--- src/hw/rtl/xfse_pkg.sv ---
// Shared types and constants for the XOR float stream encoder.
// No dependencies; every other file of the block imports this package.
package xfse_pkg;

  localparam int unsigned WORD_W  = 64;
  localparam int unsigned LEN_W   = 7;
  localparam int unsigned COUNT_W = 5;

  localparam logic [COUNT_W-1:0] COUNT_MAX = 5'd31;

  // kind codes on the result channel
  localparam logic KIND_RAW  = 1'b0;
  localparam logic KIND_CODE = 1'b1;

  // control bit patterns and their lengths
  localparam logic [1:0]       CTRL_REUSE = 2'b10;
  localparam logic [1:0]       CTRL_NEW   = 2'b11;
  localparam logic [LEN_W-1:0] LEN_ZERO   = 7'd1;
  localparam logic [LEN_W-1:0] LEN_REUSE  = 7'd2;
  localparam logic [LEN_W-1:0] LEN_NEW    = 7'd12;
  localparam logic [LEN_W-1:0] LEN_RAW    = 7'd64;

  // one result beat
  typedef struct packed {
    logic              kind;
    logic [WORD_W-1:0] bits;
    logic [LEN_W-1:0]  len;
    logic              last;
  } chunk_t;

  // everything one sample produces: one or two beats
  typedef struct packed {
    logic   two;
    chunk_t first;
    chunk_t second;
  } enc_pair_t;

  // handshake between the input register and the encoder
  typedef struct packed {
    logic              valid;
    logic [WORD_W-1:0] value_bits;
    logic              new_series;
  } sample_t;

endpackage

--- src/hw/rtl/xfse_stream_if.sv ---
// Valid/ready channel interfaces for samples in and chunks out.
// Depends on xfse_pkg for the field widths.
interface xfse_sample_if;
  import xfse_pkg::*;
  logic              valid;
  logic              ready;
  logic [WORD_W-1:0] value_bits;
  logic              new_series;

  modport source (output valid, output value_bits, output new_series, input ready);
  modport sink   (input valid, input value_bits, input new_series, output ready);
endinterface

interface xfse_chunk_if;
  import xfse_pkg::*;
  logic              valid;
  logic              ready;
  logic              kind;
  logic [WORD_W-1:0] chunk_bits;
  logic [LEN_W-1:0]  chunk_len;
  logic              last;

  modport source (output valid, output kind, output chunk_bits, output chunk_len,
                  output last, input ready);
  modport sink   (input valid, input kind, input chunk_bits, input chunk_len,
                  input last, output ready);
endinterface

--- src/hw/rtl/xfse_in_stage.sv ---
// Input register for the sample channel.
// Depends on xfse_pkg and xfse_sample_if.
module xfse_in_stage
  import xfse_pkg::*;
(
  input  logic         clk,
  input  logic         rst,
  xfse_sample_if.sink  samples,
  input  logic         load,
  output sample_t      held
);

  logic              valid;
  logic [WORD_W-1:0] value_bits;
  logic              new_series;

  // take a beat when empty or when the held sample moves on
  assign samples.ready = !valid || load;

  always_ff @(posedge clk) begin
    if (rst) begin
      valid <= 1'b0;
    end else if (samples.ready) begin
      valid <= samples.valid;
    end
  end

  always_ff @(posedge clk) begin
    if (samples.ready && samples.valid) begin
      value_bits <= samples.value_bits;
      new_series <= samples.new_series;
    end
  end

  assign held = '{valid: valid, value_bits: value_bits, new_series: new_series};

endmodule

--- src/hw/rtl/xfse_encode.sv ---
// Encoder core: XOR with the previous value, zero counts, header and payload.
// Holds the series state. Depends on xfse_pkg.
module xfse_encode
  import xfse_pkg::*;
(
  input  logic      clk,
  input  logic      rst,
  input  sample_t   held,
  input  logic      load,
  output enc_pair_t pair
);

  logic               started;
  logic [WORD_W-1:0]  prev_value;
  logic [COUNT_W-1:0] prev_lead;
  logic [COUNT_W-1:0] prev_tail;

  logic [WORD_W-1:0]  diff;
  logic [COUNT_W-1:0] lead;
  logic [COUNT_W-1:0] tail;
  logic               raw;
  logic               reuse;
  logic [LEN_W-1:0]   payload_len;

  assign raw  = held.new_series || !started;
  assign diff = prev_value ^ held.value_bits;

  // leading zero count, saturated
  always_comb begin
    lead = COUNT_MAX;
    for (int i = 30; i >= 0; i--) begin
      if (diff[WORD_W-1-i]) begin
        lead = COUNT_W'(i);
      end
    end
  end

  // trailing zero count, saturated
  always_comb begin
    tail = COUNT_MAX;
    for (int i = 30; i >= 0; i--) begin
      if (diff[i]) begin
        tail = COUNT_W'(i);
      end
    end
  end

  assign reuse       = (lead == prev_lead) && (tail == prev_tail);
  assign payload_len = LEN_RAW - {2'b00, lead} - {2'b00, tail};

  // build the beats for this sample
  always_comb begin
    pair.second = '{kind: KIND_CODE, bits: diff >> tail, len: payload_len, last: 1'b1};
    if (raw) begin
      pair.two   = 1'b0;
      pair.first = '{kind: KIND_RAW, bits: held.value_bits, len: LEN_RAW, last: 1'b1};
    end else if (diff == '0) begin
      pair.two   = 1'b0;
      pair.first = '{kind: KIND_CODE, bits: '0, len: LEN_ZERO, last: 1'b1};
    end else if (reuse) begin
      pair.two   = 1'b1;
      pair.first = '{kind: KIND_CODE, bits: {62'd0, CTRL_REUSE}, len: LEN_REUSE,
                     last: 1'b0};
    end else begin
      pair.two   = 1'b1;
      pair.first = '{kind: KIND_CODE, bits: {52'd0, CTRL_NEW, lead, tail},
                     len: LEN_NEW, last: 1'b0};
    end
  end

  // advance the series state as each sample is encoded; a repeated value leaves it unchanged
  always_ff @(posedge clk) begin
    if (rst) begin
      started    <= 1'b0;
      prev_value <= '0;
      prev_lead  <= '0;
      prev_tail  <= '0;
    end else if (load) begin
      if (raw) begin
        started    <= 1'b1;
        prev_value <= held.value_bits;
        prev_lead  <= '0;
        prev_tail  <= '0;
      end else if (diff != '0) begin
        prev_value <= held.value_bits;
        prev_lead  <= lead;
        prev_tail  <= tail;
      end
    end
  end

endmodule

--- src/hw/rtl/xfse_out_queue.sv ---
// Two-slot result register feeding the chunk channel one beat per cycle while the receiver is ready.
// Depends on xfse_pkg and xfse_chunk_if.
module xfse_out_queue
  import xfse_pkg::*;
(
  input  logic         clk,
  input  logic         rst,
  input  logic         held_valid,
  input  enc_pair_t    pair,
  output logic         load,
  xfse_chunk_if.source chunks
);

  logic [1:0] fill;
  chunk_t     slot0;
  chunk_t     slot1;
  logic       take;
  logic       space;

  assign take  = (fill != 2'd0) && chunks.ready;
  assign space = (fill == 2'd0) || ((fill == 2'd1) && take);
  assign load  = held_valid && space;

  // track occupancy
  always_ff @(posedge clk) begin
    if (rst) begin
      fill <= 2'd0;
    end else if (load) begin
      fill <= pair.two ? 2'd2 : 2'd1;
    end else if (take) begin
      fill <= fill - 2'd1;
    end
  end

  // fill both slots on load, shift down on a taken beat
  always_ff @(posedge clk) begin
    if (load) begin
      slot0 <= pair.first;
      slot1 <= pair.second;
    end else if (take) begin
      slot0 <= slot1;
    end
  end

  assign chunks.valid      = (fill != 2'd0);
  assign chunks.kind       = slot0.kind;
  assign chunks.chunk_bits = slot0.bits;
  assign chunks.chunk_len  = slot0.len;
  assign chunks.last       = slot0.last;

endmodule

--- src/hw/rtl/xor_float_stream_encoder.sv ---
// XOR float stream encoder, top level.
// Depends on xfse_pkg, the stream interfaces, xfse_in_stage, xfse_encode, xfse_out_queue.
//
// Usage:
//   samples: one 64-bit double bit pattern per beat, with new_series set on
//            the first value of a series (the very first value after reset is
//            always taken as a series start).
//   chunks:  result beats. A series start gives one raw beat (kind 0, 64 bits).
//            A repeated value gives one beat holding the single bit 0. A changed
//            value gives a header beat (last 0) and then a payload beat (last 1).
//            Bits are right-aligned; the first bit sent is bit chunk_len-1.
// A sample accepted into the input register is encoded and then loaded into the
//   two-slot result register, from which its first beat goes out on chunks.
// Throughput: the chunk channel moves one beat per cycle while the receiver is
//   ready; the two-slot result register takes the next sample as the last
//   pending beat of the previous one is taken.
// Reset (rst, synchronous, active high) empties both registers and clears the
//   series state. When the receiver stalls, the pending beats hold, one
//   further sample is held in the input register, and then samples.ready drops.
module xor_float_stream_encoder
  import xfse_pkg::*;
(
  input  logic         clk,
  input  logic         rst,
  xfse_sample_if.sink  samples,
  xfse_chunk_if.source chunks
);

  sample_t   held;
  enc_pair_t pair;
  logic      load;

  xfse_in_stage u_in_stage (
    .clk     (clk),
    .rst     (rst),
    .samples (samples),
    .load    (load),
    .held    (held)
  );

  xfse_encode u_encode (
    .clk  (clk),
    .rst  (rst),
    .held (held),
    .load (load),
    .pair (pair)
  );

  xfse_out_queue u_out_queue (
    .clk        (clk),
    .rst        (rst),
    .held_valid (held.valid),
    .pair       (pair),
    .load       (load),
    .chunks     (chunks)
  );

endmodule
--- src/flat_wrapper.sv ---
// flat-port wrapper written by rule: the top's interface ports become plain ports
module xor_float_stream_encoder_flat import xfse_pkg::*;
  (clk, rst, samples_valid, samples_value_bits, samples_new_series, samples_ready, chunks_valid, chunks_kind, chunks_chunk_bits, chunks_chunk_len, chunks_last, chunks_ready);
  xfse_sample_if samples_i ();
  xfse_chunk_if chunks_i ();
  input  logic clk;
  input  logic rst;
  input wire logic [$bits(samples_i.valid)-1:0] samples_valid;
  input wire logic [$bits(samples_i.value_bits)-1:0] samples_value_bits;
  input wire logic [$bits(samples_i.new_series)-1:0] samples_new_series;
  output wire logic [$bits(samples_i.ready)-1:0] samples_ready;
  output wire logic [$bits(chunks_i.valid)-1:0] chunks_valid;
  output wire logic [$bits(chunks_i.kind)-1:0] chunks_kind;
  output wire logic [$bits(chunks_i.chunk_bits)-1:0] chunks_chunk_bits;
  output wire logic [$bits(chunks_i.chunk_len)-1:0] chunks_chunk_len;
  output wire logic [$bits(chunks_i.last)-1:0] chunks_last;
  input wire logic [$bits(chunks_i.ready)-1:0] chunks_ready;
  assign samples_i.valid = samples_valid;
  assign samples_i.value_bits = samples_value_bits;
  assign samples_i.new_series = samples_new_series;
  assign samples_ready = samples_i.ready;
  assign chunks_valid = chunks_i.valid;
  assign chunks_kind = chunks_i.kind;
  assign chunks_chunk_bits = chunks_i.chunk_bits;
  assign chunks_chunk_len = chunks_i.chunk_len;
  assign chunks_last = chunks_i.last;
  assign chunks_i.ready = chunks_ready;
  xor_float_stream_encoder u_core (.clk(clk), .rst(rst), .samples(samples_i), .chunks(chunks_i));
endmodule
--- config.mk ---
export PLATFORM = sky130hd
export DESIGN_NAME = xor_float_stream_encoder_flat
export DESIGN_NICKNAME = d
export VERILOG_FILES = /design/src/hw/rtl/xfse_pkg.sv /design/src/hw/rtl/xfse_stream_if.sv /design/src/hw/rtl/xfse_in_stage.sv /design/src/hw/rtl/xfse_encode.sv /design/src/hw/rtl/xfse_out_queue.sv /design/src/hw/rtl/xor_float_stream_encoder.sv /design/src/flat_wrapper.sv
export SDC_FILE = /design/constraint.sdc
export NUM_CORES = 1
export LEC_CHECK = 0
export ABC_AREA = 1
export BUFFER_PORTS_ARGS = -buffer_cell sky130_fd_sc_hd__buf_2
export CAP_MARGIN = 25
export CORE_UTILIZATION = 45
export DETAILED_ROUTE_END_ITERATION = 16
export PLACE_DENSITY = 0.66
export SLEW_MARGIN = 20
export SYNTH_ARGS = -nofsm -noshare
export SYNTH_HDL_FRONTEND = slang
export SYNTH_SLANG_ARGS = --single-unit
--- constraint.sdc ---
create_clock -name clk -period 6.9 [get_ports clk]
set_input_delay 0.345 -clock clk [delete_from_list [all_inputs] [get_ports clk]]
set_output_delay 0.345 -clock clk [all_outputs]
set_load 0.05 [all_outputs]
==> results.md <==
* Outcome: complete, no violations
* Gate Count Post-Synth at 1777
* Postcts setup bufs at 0
* Leak pwr at 7.45 nW
* Hpwl dp at 29900 um
* Vias per inst at 5.58
* Overflow left after global routing at 0
* Crit path DAT at 4.94 ns
* Wire length per cell at 19.0 um
* Layout area overhead at 17.4%
* CTS root buf: clkbuf_16
* TritonCTS buffer count at 31
* Final setup viols at 0
* Most frequent cell on the critical path: nand2_1
* M1 GR Usage at 35.2%
* Placed Cells at 2277
* WS Path Type: flip-flop to flip-flop
* Worst-path maximum fanout at 70
* Net Count, Synth at 1858
* Max-cap violations at 0
* IR drop worst, VDD at 0.313 mV
* Power Density at 552 nW/um^2
* CP bufs+invs at 3
* Warning count from the yosys run at 0
* Setup TNS at 0 ns
* IO Port Bufs at 143
* Slowest cell on the critical path: buf_4
* Post-Syn Area per Cell at 8.51 sq um
* Antenna violations before repair at 0
* Initial Util at 46.1%
* Worst path max stage delay at 0.61 ns
* Worst EP required at 7.22 ns
* #FFs+latches synth at 287
* Antenna-violating nets left at 0
* Clock transition at path regs at 0.06 ns
* M2 GR Usage at 44.0%
* DR iter-0 viols at 1293
* Period utilization at 66.9%
* Largest cells by area after synthesis: edfxtp_1, nand3_1, dfxtp_1
* Slew Limit Fails at 0
* Die Y at 185 um
* GP Congestion at 0.918
* RSZ-0062 raised after global routing: false
* Clk sinks at 287
* Die W at 185 um
* Critical path launch point type: flip-flop
* Crit end category: flip-flop
* Grt met3 use at 3.40%
* GRT Total Usage at 26.3%
* Register area share after synthesis at 51.8%
* Share of the synthesized area in the top cell type at 41.5%
* Min Clock Period, post-route at 4.62 ns
* Share of layout cells above drive strength 1 at 11.7%
* Most frequent cells in the layout: nand3_1, nand2_1, edfxtp_1, nor2_1, buf_2
* Synth area leader: edfxtp_1
* Core ar. at 32800 sq um
* Via count at 13400
* Global route hottest layer: met2
* # fillers at 3010
* Hold crit path type: primary input to flip-flop
* Final std cells w/o fill at 2397
* Num rows at 66
* Synthesized area at 15100 sq um
* Slew HR at 31.8%
* CTS tree: done
* DRC at 0
* Worst-Skew Late Latency at 0.58 ns
* Vias in the first global route at 12500
* WL final at 45500 um
* Flop-to-flop setup slack at 2.28 ns
* Ant diodes at 0
* Final #Nets at 2012
* H-tree Lvls at 1
* Fmax at 217 MHz
* Hold Vio Cnt, Final at 0
* DIE AREA at 34300 sq um
* Largest net degree at the start of global routing at 71
* First-pass GRT wire length at 69700 um
* CTS Buffer Depth at 3
* Synth unique cells at 36
* Post-Route Utilization at 54.1%
* Hold Slack at 0.0270 ns
* Worst slew pin tran at 1.02 ns
* Drt pass-1 iters at 6
* Io pins at 144
* CP top delay family: simple AND/OR/NAND/NOR gates
* Commonest non-fill, non-tap cell in the layout: nand3_1
* Fin Clk Skew at 0.0278 ns
-- power breakdown --
| part | switching (mW) | internal [mW] |
|---|---|---|
| clock network | 0.682 | 0.968 |
| logic | 3.71 | 1.49 |
| registers | 0.235 | 2.72 |
| total | 4.62 | 5.17 |
-- layer usage --
| layer | vias up | wire, um |
|---|---|---|
| li1 | 6446 | - |
| met1 | 6269 | 19600 |
| met2 | 555 | 21600 |
| met3 | 95 | 2900 |
| met4 | 0 | 1420 |
| met5 | - | 0 |
-- cells in the mapped netlist --
master,instances
nand3_1,467
nand2_1,330
edfxtp_1,209
nor2_1,188
inv_1,105
dfxtp_1,78
o21ai_0,73
clkbuf_1,72
xnor2_1,64
a22o_1,59
a21oi_1,21
buf_1,19
ha_1,11
o21bai_1,10
buf_6,8
xor2_1,8
buf_2,6
nor3_1,6
inv_2,5
o21ai_1,5
a211oi_1,4
and2_1,3
and3_1,3
nand2_2,3
nand4_1,3
o211ai_1,3
o31ai_1,3
a31oi_1,2
nor4_1,2
a21boi_0,1
a22oi_1,1
clkinv_1,1
fa_1,1
nor2_4,1
o21a_1,1
or2_2,1
-- area by class of cell --
class | instances | area (sq um) | area share, %
Timing Repair Buffer | 226 | 1500 | 8.43
Multi-Input combinational cell | 1274 | 6440 | 36.3
Tap cell | 442 | 553 | 3.12
Sequential cell | 287 | 7840 | 44.2
Clock buffer | 40 | 840 | 4.73
Clock inverter | 17 | 168 | 0.945
Inverter | 111 | 418 | 2.35
-- per-stage QoR --
stage | power [mW] | setup WS, ns | cell area [sq um]
floorplan | 6.84 | 0.548 | 15100
global placement | 8.08 | 2.45 | 16100
detailed placement | 8.11 | 2.35 | 16100
CTS | 9.82 | 2.33 | 17700
global route | 10.5 | 1.82 | 17800
finish | 9.80 | 2.28 | 17800
-- worst paths after layout --
path,from,end,cells after the start
worst max-delay path,u_core.u_in_stage.value_bits[30],u_core.u_out_queue.slot1[7],40
worst min-delay path,samples_value_bits[30],u_core.u_in_stage.value_bits[30],1
worst max register to register,u_core.u_in_stage.value_bits[30],u_core.u_out_queue.slot1[7],40
worst min register to register,u_core.u_encode.started,u_core.u_encode.started,2
-- state kept, by name (all words and copies together) (netlist names) --
name	flops
u_core.u_out_queue.chunks.chunk_bits	64
u_core.u_out_queue.chunks.last	1
u_core.u_out_queue.fill	2
u_core.u_encode.started	1
u_core.u_encode.prev_tail	5
u_core.u_out_queue.slot1	71
u_core.u_out_queue.chunks.kind	1
u_core.u_encode.prev_lead	5
u_core.u_encode.prev_value	64
u_core.u_in_stage.valid	1
u_core.u_in_stage.value_bits	64
u_core.u_in_stage.new_series	1
u_core.u_out_queue.chunks.chunk_len	7
-- cells by family after synthesis --
kind of cell,share of synthesized area (%)
and+or+nand+nor,29.2
xor gates and xnor gates,4.17
buffers and inverters,5.81
adders and majority gates,1.04
AOI/OAI and AO/OA,7.92
DFF,51.8
-- repair_timing --
action,in CTS,in global routing
endpoints found under the hold margin,63,0
gates resized for setup,0,0
hold buffers,63,0
endpoints found under the setup margin,0,0
(Power assumes the default switching activity.)
